$ cat src/design/nlp_pkg.sv
// package for the number literal parser: phase codes, characters and scale constants
package nlp_pkg;

   typedef enum logic [3:0] {
      PH_START  = 4'd0,
      PH_SIGNED = 4'd1,
      PH_ZERO   = 4'd2,
      PH_OCT    = 4'd3,
      PH_HEX    = 4'd4,
      PH_DEC    = 4'd5,
      PH_SUFFIX = 4'd6,
      PH_DONE   = 4'd7,
      PH_SKIP   = 4'd8
   } phase_type;

   typedef enum logic [1:0] {
      SFX_NONE = 2'd0,
      SFX_K    = 2'd1,
      SFX_M    = 2'd2,
      SFX_G    = 2'd3
   } suffix_type;

   localparam logic [7:0] CH_NUL   = 8'h00;
   localparam logic [7:0] CH_PLUS  = 8'h2B;
   localparam logic [7:0] CH_MINUS = 8'h2D;
   localparam logic [7:0] CH_ZERO  = 8'h30;
   localparam logic [7:0] CH_LO_X  = 8'h78;
   localparam logic [7:0] CH_UP_X  = 8'h58;
   localparam logic [7:0] CH_LO_K  = 8'h6B;
   localparam logic [7:0] CH_UP_K  = 8'h4B;
   localparam logic [7:0] CH_LO_M  = 8'h6D;
   localparam logic [7:0] CH_UP_M  = 8'h4D;
   localparam logic [7:0] CH_LO_G  = 8'h67;
   localparam logic [7:0] CH_UP_G  = 8'h47;
   localparam logic [7:0] CH_LO_B  = 8'h62;
   localparam logic [7:0] CH_UP_B  = 8'h42;

   localparam int unsigned ACC_W   = 64;
   localparam int unsigned SCALE_W = 30;

   localparam logic [ACC_W-1:0] ACC_MAX = {ACC_W{1'b1}};

   // decimal multipliers for none, k, m, g
   localparam logic [SCALE_W-1:0] DEC_SCALE [4] = '{
      30'd1, 30'd1000, 30'd1000000, 30'd1000000000
   };

   // largest accumulator that survives the decimal scaling
   localparam logic [ACC_W-1:0] DEC_LIMIT [4] = '{
      ACC_MAX,
      ACC_MAX / 64'd1000,
      ACC_MAX / 64'd1000000,
      ACC_MAX / 64'd1000000000
   };

endpackage

$ cat src/design/number_literal_parser_with_size_suffix_unit.sv
// Number literal parser: takes one ASCII character per item and, at the zero byte, returns
// the signed 64-bit value with malformed and wrapped flags. Accepts an optional sign, then
// 0x/0X hex, leading-0 octal or decimal digits, and an optional k/m/g suffix where a
// following b scales by a power of ten and B or the terminator by a power of two. One item
// per cycle sustained while no result is stalled; a character goes through an input register,
// one pass of update logic (a 32x30 multiplier pair for the decimal suffix scaling is the
// longest path) and lands in the result register. Only the terminator produces a result item.
module number_literal_parser_with_size_suffix_unit
   import nlp_pkg::*;
(
   input  logic                clock,
   input  logic                reset,
   input  logic                req_valid,
   output logic                req_ready,
   input  logic [7:0]          req_ch,
   output logic                rsp_valid,
   input  logic                rsp_ready,
   output logic signed [63:0]  rsp_value,
   output logic                rsp_malformed,
   output logic                rsp_wrapped
);

   // input register
   logic       in_valid_ff, in_valid_in;
   logic [7:0] in_ch_ff;

   // parse state
   phase_type        phase_ff, phase_in;
   logic             neg_ff, neg_in;
   logic [ACC_W-1:0] acc_ff, acc_in;
   suffix_type       sfx_ff, sfx_in;
   logic             err_ff, err_in;
   logic             wrap_ff, wrap_in;

   // result register
   logic             out_valid_ff, out_valid_in;
   logic [ACC_W-1:0] out_value_ff, out_value_in;
   logic             out_err_ff, out_err_in;
   logic             out_wrap_ff, out_wrap_in;

   logic       advance;
   logic       emit;
   logic [7:0] ch;

   // character classes
   logic       is_oct, is_dec, is_hex, is_sign;
   logic [3:0] hex_val;
   suffix_type ch_sfx;

   // candidate accumulator updates
   logic [ACC_W-1:0] oct_acc, hex_acc, first_acc, bin_acc, dsc_acc;
   logic             oct_wrap, hex_wrap, bin_wrap, dsc_wrap;
   logic [ACC_W+3:0] dec_sum;
   logic [SCALE_W-1:0] dec_m;
   logic [61:0]      dsc_lo;
   logic [31:0]      dsc_hi;

   assign ch        = in_ch_ff;
   assign advance   = in_valid_ff && (!out_valid_ff || rsp_ready);
   assign req_ready = !in_valid_ff || advance;

   always_comb begin
      is_oct  = ch inside {[8'h30:8'h37]};
      is_dec  = ch inside {[8'h30:8'h39]};
      is_hex  = is_dec || (ch inside {[8'h41:8'h46], [8'h61:8'h66]});
      is_sign = (ch == CH_PLUS) || (ch == CH_MINUS);
      hex_val = is_dec ? ch[3:0] : 4'(ch[3:0] + 4'd9);
      case (ch)
         CH_LO_K, CH_UP_K: ch_sfx = SFX_K;
         CH_LO_M, CH_UP_M: ch_sfx = SFX_M;
         CH_LO_G, CH_UP_G: ch_sfx = SFX_G;
         default:          ch_sfx = SFX_NONE;
      endcase
   end

   // digit and scale arithmetic, all candidates built in parallel
   always_comb begin
      oct_acc  = {acc_ff[ACC_W-4:0], ch[2:0]};
      oct_wrap = |acc_ff[ACC_W-1:ACC_W-3];
      hex_acc  = {acc_ff[ACC_W-5:0], hex_val};
      hex_wrap = |acc_ff[ACC_W-1:ACC_W-4];
      first_acc = {{(ACC_W-4){1'b0}}, ch[3:0]};
      // times ten as two shifts
      dec_sum  = {1'b0, acc_ff, 3'b000} + {3'b000, acc_ff, 1'b0}
               + {{(ACC_W){1'b0}}, ch[3:0]};
      case (sfx_ff)
         SFX_K:   begin bin_acc = {acc_ff[ACC_W-11:0], 10'd0}; bin_wrap = |acc_ff[63:54]; end
         SFX_M:   begin bin_acc = {acc_ff[ACC_W-21:0], 20'd0}; bin_wrap = |acc_ff[63:44]; end
         SFX_G:   begin bin_acc = {acc_ff[ACC_W-31:0], 30'd0}; bin_wrap = |acc_ff[63:34]; end
         default: begin bin_acc = acc_ff; bin_wrap = 1'b0; end
      endcase
      dec_m    = DEC_SCALE[sfx_ff];
      dsc_lo   = 62'(acc_ff[31:0]) * 62'(dec_m);
      dsc_hi   = acc_ff[63:32] * 32'(dec_m);
      dsc_acc  = 64'(dsc_lo) + {dsc_hi, 32'd0};
      dsc_wrap = acc_ff > DEC_LIMIT[sfx_ff];
   end

   // next phase
   always_comb begin
      phase_in = phase_ff;
      if (advance) begin
         case (phase_ff)
            PH_START, PH_SIGNED: begin
               if (phase_ff == PH_START && is_sign) phase_in = PH_SIGNED;
               else if (ch == CH_NUL)               phase_in = PH_START;
               else if (ch == CH_ZERO)              phase_in = PH_ZERO;
               else if (is_dec)                     phase_in = PH_DEC;
               else                                 phase_in = PH_SKIP;
            end
            PH_ZERO, PH_OCT, PH_HEX, PH_DEC: begin
               if (phase_ff == PH_ZERO && (ch == CH_LO_X || ch == CH_UP_X))
                  phase_in = PH_HEX;
               else if ((phase_ff == PH_ZERO || phase_ff == PH_OCT) && is_oct)
                  phase_in = PH_OCT;
               else if ((phase_ff == PH_HEX && is_hex) || (phase_ff == PH_DEC && is_dec))
                  phase_in = phase_ff;
               else if (ch == CH_NUL)      phase_in = PH_START;
               else if (ch_sfx != SFX_NONE) phase_in = PH_SUFFIX;
               else                        phase_in = PH_SKIP;
            end
            PH_SUFFIX: begin
               if (ch == CH_LO_B || ch == CH_UP_B) phase_in = PH_DONE;
               else if (ch == CH_NUL)              phase_in = PH_START;
               else                                phase_in = PH_SKIP;
            end
            default: begin
               if (ch == CH_NUL) phase_in = PH_START;
            end
         endcase
      end
   end

   // datapath updates and result
   always_comb begin
      logic             n_neg, n_err, n_wrap;
      logic [ACC_W-1:0] n_acc;
      suffix_type       n_sfx;
      n_neg  = neg_ff;
      n_acc  = acc_ff;
      n_sfx  = sfx_ff;
      n_err  = err_ff;
      n_wrap = wrap_ff;
      emit   = 1'b0;
      case (phase_ff)
         PH_START, PH_SIGNED: begin
            if (phase_ff == PH_START && is_sign) begin
               n_neg = (ch == CH_MINUS);
            end else if (ch == CH_NUL) begin
               n_err = 1'b1;
               emit  = 1'b1;
            end else if (is_dec && ch != CH_ZERO) begin
               n_acc = first_acc;
            end else if (ch != CH_ZERO) begin
               n_err = 1'b1;
            end
         end
         PH_ZERO, PH_OCT, PH_HEX, PH_DEC: begin
            if (phase_ff == PH_ZERO && (ch == CH_LO_X || ch == CH_UP_X)) begin
               n_acc = acc_ff;
            end else if ((phase_ff == PH_ZERO || phase_ff == PH_OCT) && is_oct) begin
               n_acc  = oct_acc;
               n_wrap = wrap_ff | oct_wrap;
            end else if (phase_ff == PH_HEX && is_hex) begin
               n_acc  = hex_acc;
               n_wrap = wrap_ff | hex_wrap;
            end else if (phase_ff == PH_DEC && is_dec) begin
               n_acc  = dec_sum[ACC_W-1:0];
               n_wrap = wrap_ff | (|dec_sum[ACC_W+3:ACC_W]);
            end else if (ch == CH_NUL) begin
               emit = 1'b1;
            end else if (ch_sfx != SFX_NONE) begin
               n_sfx = ch_sfx;
            end else begin
               n_err = 1'b1;
            end
         end
         PH_SUFFIX: begin
            if (ch == CH_LO_B) begin
               n_acc  = dsc_acc;
               n_wrap = wrap_ff | dsc_wrap;
            end else if (ch == CH_UP_B || ch == CH_NUL) begin
               n_acc  = bin_acc;
               n_wrap = wrap_ff | bin_wrap;
               emit   = (ch == CH_NUL);
            end else begin
               n_err = 1'b1;
            end
         end
         PH_DONE: begin
            emit = (ch == CH_NUL);
         end
         default: begin
            if (ch == CH_NUL) begin
               n_err = 1'b1;
               emit  = 1'b1;
            end
         end
      endcase

      if (n_err)      out_value_in = '0;
      else if (n_neg) out_value_in = ACC_W'(0) - n_acc;
      else            out_value_in = n_acc;

      // a terminator starts the next number from the reset state
      if (emit) begin
         neg_in  = 1'b0;
         acc_in  = '0;
         sfx_in  = SFX_NONE;
         err_in  = 1'b0;
         wrap_in = 1'b0;
      end else begin
         neg_in  = n_neg;
         acc_in  = n_acc;
         sfx_in  = n_sfx;
         err_in  = n_err;
         wrap_in = n_wrap;
      end

      out_err_in  = n_err;
      out_wrap_in = n_wrap;
   end

   assign in_valid_in  = (req_valid && req_ready) || (in_valid_ff && !advance);
   assign out_valid_in = (advance && emit) || (out_valid_ff && !rsp_ready);

   always_ff @(posedge clock) begin
      if (reset) begin
         in_valid_ff  <= 1'b0;
         out_valid_ff <= 1'b0;
         phase_ff     <= PH_START;
         neg_ff       <= 1'b0;
         acc_ff       <= '0;
         sfx_ff       <= SFX_NONE;
         err_ff       <= 1'b0;
         wrap_ff      <= 1'b0;
      end else begin
         in_valid_ff  <= in_valid_in;
         out_valid_ff <= out_valid_in;
         phase_ff     <= phase_in;
         if (advance) begin
            neg_ff  <= neg_in;
            acc_ff  <= acc_in;
            sfx_ff  <= sfx_in;
            err_ff  <= err_in;
            wrap_ff <= wrap_in;
         end
      end
   end

   always_ff @(posedge clock) begin
      if (req_valid && req_ready) begin
         in_ch_ff <= req_ch;
      end
      if (advance && emit) begin
         out_value_ff <= out_value_in;
         out_err_ff   <= out_err_in;
         out_wrap_ff  <= out_wrap_in;
      end
   end

   assign rsp_valid     = out_valid_ff;
   assign rsp_value     = signed'(out_value_ff);
   assign rsp_malformed = out_err_ff;
   assign rsp_wrapped   = out_wrap_ff;

endmodule

$ cat config.mk
export PLATFORM = sky130hd
export DESIGN_NAME = number_literal_parser_with_size_suffix_unit
export DESIGN_NICKNAME = d
export VERILOG_FILES = /design/src/design/nlp_pkg.sv /design/src/design/number_literal_parser_with_size_suffix_unit.sv
export SDC_FILE = /design/constraint.sdc
export NUM_CORES = 2
export LEC_CHECK = 0
export BUFFER_PORTS_ARGS = -buffer_cell sky130_fd_sc_hd__buf_4
export CORE_AREA = 2 2 300 302
export DETAILED_ROUTE_END_ITERATION = 16
export DIE_AREA = 0 0 302 304
export HOLD_SLACK_MARGIN = 0.08
export PLACE_DENSITY = 0.76
export SETUP_SLACK_MARGIN = 0.1
export SYNTH_ARGS = -nofsm -noshare
export SYNTH_HDL_FRONTEND = slang
export SYNTH_SLANG_ARGS = --single-unit
$ cat constraint.sdc
create_clock -name clock -period 15.43 [get_ports clock]
set_input_delay 2.3145 -clock clock [delete_from_list [all_inputs] [get_ports clock]]
set_output_delay 2.3145 -clock clock [all_outputs]
set_load 0.005 [all_outputs]
==> reports/qor.yml <==
global_route:
  antenna_found_initial: 7
  grt-ovfl-total: 0
  number_of_global_route_vias_before_repair: 47109
  grt_pass1_wl_microns: 282000
  total_routing_resource_utilization_after_global_routing: 0.407
  grt_max_degree: 76
timing:
  setup_total_negative_slack_ns: 0
  timing.final.crit_period_ns: 13.07
  min_period_over_period: 0.847
  final.setup.worst_slack_ns: 2.36
  clock-skew-final_ns: 0.0230
  rsz_0062_raised_after_global_routing: "false"
  final_max_slew_viol_count: 0
  tightestPinTransition_ns: 1.25
  report.final.setup_viol: 0
  slew_limit_headroom: 0.161
  timing.final.hold_violations: 0
  fin_worst_hold_slack_ns: 0.522
  maxClockFrequency_ghz: 0.0765
setup_path:
  cp_data_arrival_time_ns: 13.28
  cp_common_cell: "ha_1"
  endpoint_kind: "flip-flop"
  maximum_cell_stage_delay_along_the_critical_path_ns: 0.87
  cp-start-kind: "flip-flop"
  crit_required_ns: 15.64
  reg_to_reg_critical_path_endpoint: "rsp_value[58]"
  setup.worst_path.class: "reg -> reg"
  slowest_stage: "a211oi_1"
  logic_depth_of_the_worst_register_to_register_path: 38
  timing.reg2reg.setup_slack_ns: 2.36
  reg2reg_launch_point: "sfx_ff[1]"
  worst-path-max-fanout: 36
synth:
  avgSynthCellArea_sq_um: 8.74
  postSynthNetCount: 7691
  postSynthCellCount: 6032
  async_flop_share: 0
  synth_top_cell_area_share: 0.314
  synth.most_common_cell: "inv_1"
  seq_area_frac_synth: 0.0706
  synth_commonest_cells: "inv_1, fa_1, ha_1, nand2_1, nor2_1"
  synthFlopType: "dfxtp_1"
  syn-cell-area_sq_mm: 0.0527
  synth.yosys.warnings: 0
  synth_enable_flop_cells: 74
  netlist_top_cells_area: "fa_1, ha_1, inv_1"
  synth_area_leader_cell: "fa_1"
  post_synthesis_sequential_element_count: 149
  netlist-cell-type-count: 97
floorplan:
  design.die.area_sq_mm: 0.0918
  initial_core_util: 0.592
  floorplan_row_count: 110
  die-width_microns: 302
  core_area_sq_mm: 0.0890
  number_of_top_level_pins: 80
  die_h_microns: 304
final_layout:
  final_cells: 7163
  synthToLayoutAreaGrowth_pct: 4.90
  design.final.nets: 7631
  post-route-util: 0.621
  final_layout_size_suffix_gt1_frac: 0.0526
  layout.cell_area.non_filler_sq_mm: 0.0553
  fillerInstances: 7697
detailed_routing:
  drt_iter0_markers: 4659
  totalWireLength_microns: 184000
  wire_per_inst_microns: 25.7
  post-route-drc-count: 0
  drtAntennaViolNets: 0
  vias: 45257
  detail_route.first_pass.iterations: 8
  viasPerCell: 6.32
hold_path:
  min-delay-start: "err_ff"
  min_path_cells: 2
  min_to: "err_ff"
  hold_path.class: "reg -> reg"
placement:
  buffer_ports.inserted: 79
  post-place-ws_ns: 2.63
  placed_cells: 7129
  place_congestion: 1.01
  place_area_sq_mm: 0.0547
  dpl.hpwl_microns: 146000
clocking:
  cts_tree: "built"
  clk_root_buffer_cell: "clkbuf_16"
  clock_sink_count: 149
  cts_setup_buffers: 0
  post_cts_hold_buffer_count: 0
  clk_latency_worst_skew_pair_ns: 0.47
  worst_setup_hold_path_clk_slew_ns: 0.08
  post_cts_resize_count: 0
  cts_buffer_depth: 2
  tritoncts.num_buffers: 17
  h-tree-depth: 4
power_and_ir_drop:
  total_power_mw: 0.944
  cellPowerDensity_mw_per_mm2: 17.1
  p_leak_nw: 28.6
  vdd_drop_max_uv: 62.9
run:
  max_cap_viols: 0
run_status:
  status: "finished clean"
==> cells in the final DEF, fill, tap and decap left out, types with 26 or more instances in the layout <==
cell      instances
inv_1          1195
fa_1            827
ha_1            816
nand2_1         365
nor2_1          342
a21oi_1         279
buf_4           202
o21ai_0         186
and2_1          166
xnor2_1         117
a21o_1           92
nand3_1          87
nor3_1           85
xor2_1           79
dfxtp_1          74
edfxtp_1         74
nor2b_1          68
a22oi_1          59
nand4_1          57
o221ai_1         56
o211ai_1         51
and3_1           50
a31oi_1          50
a211oi_1         46
o21a_1           40
or3_1            34
nand2b_1         30
o31ai_1          27
o21bai_1         26
==> kinds of logic (layout without fill, tap and decap cells) <==
family / count (synthesis) / in the layout / synth area share
and+or+nand+nor: 1412 / 1412 / 0.133
other: 0 / 2 / 0
xor gates and xnor gates: 196 / 196 / 0.0326
adders and majority gates: 1647 / 1647 / 0.509
buffers and inverters: 1478 / 1431 / 0.106
AOI/OAI and AO/OA: 1124 / 1124 / 0.143
muxes: 26 / 26 / 0.00513
DFF: 149 / 149 / 0.0706
==> where the power goes <==
group          switching (mW)  total, mW  internal, mW
combinational          0.0616     0.0810        0.0194
clock                   0.223      0.442         0.219
sequential            0.00581      0.420         0.414
total                   0.291      0.944         0.653
==> sequential cells by signal, indices dropped and copies added, names as in the netlist <==
register / count
acc_ff: 64
rsp_value: 64
ch: 8
phase_ff: 4
sfx_ff: 2
err_ff: 1
in_valid_ff: 1
neg_ff: 1
rsp_malformed: 1
rsp_valid: 1
rsp_wrapped: 1
wrap_ff: 1
==> worst max-delay path by stage <==
stage | startpoint | endpoint | slack, ns
6_report | sfx_ff[1] | rsp_value[58] | 2.36
5_1_grt | sfx_ff[1] | rsp_value[58] | 1.99
4_1_cts | sfx_ff[1] | rsp_value[62] | 2.58
3_5_place_dp | sfx_ff[1] | rsp_value[62] | 2.63
3_3_place_gp | sfx_ff[1] | rsp_value[62] | 2.80
2_1_floorplan | sfx_ff[1] | rsp_value[62] | 2.84
==> worst max-delay path, delay by kind of cell (launching register included) <==
kind                       cells  cell delay [ns]
and+or+nand+nor                5             2.07
buffers and inverters          9             1.38
xor gates and xnor gates       1             0.17
DFF                            1             0.52
adders and majority gates     16             6.10
AOI/OAI and AO/OA              7             2.55
==> routing by layer <==
metal | GRT usage | part of all wire | up-vias | wire, microns
met5 | 0 | 0.00014 | - | 26
met4 | 0.292 | 0.090 | 4 | 16600
met3 | 0.0713 | 0.092 | 790 | 16900
met2 | 0.650 | 0.46 | 2555 | 83800
met1 | 0.496 | 0.36 | 22066 | 66600
li1 | - | - | 19842 | -
==> final cells by class <==
type | instances | area [sq um] | area share
multi-input cells | 4405 | 43500 | 0.786
clock buffers | 17 | 425 | 0.00769
clock inverters | 15 | 180 | 0.00326
flip-flops and latches | 149 | 3720 | 0.0674
repair buffers | 202 | 1520 | 0.0274
diodes | 2 | 5.00 | 0.0000905
inverters | 1197 | 4490 | 0.0812
well taps | 1176 | 1470 | 0.0266
Power figures use the tool's default switching activity.
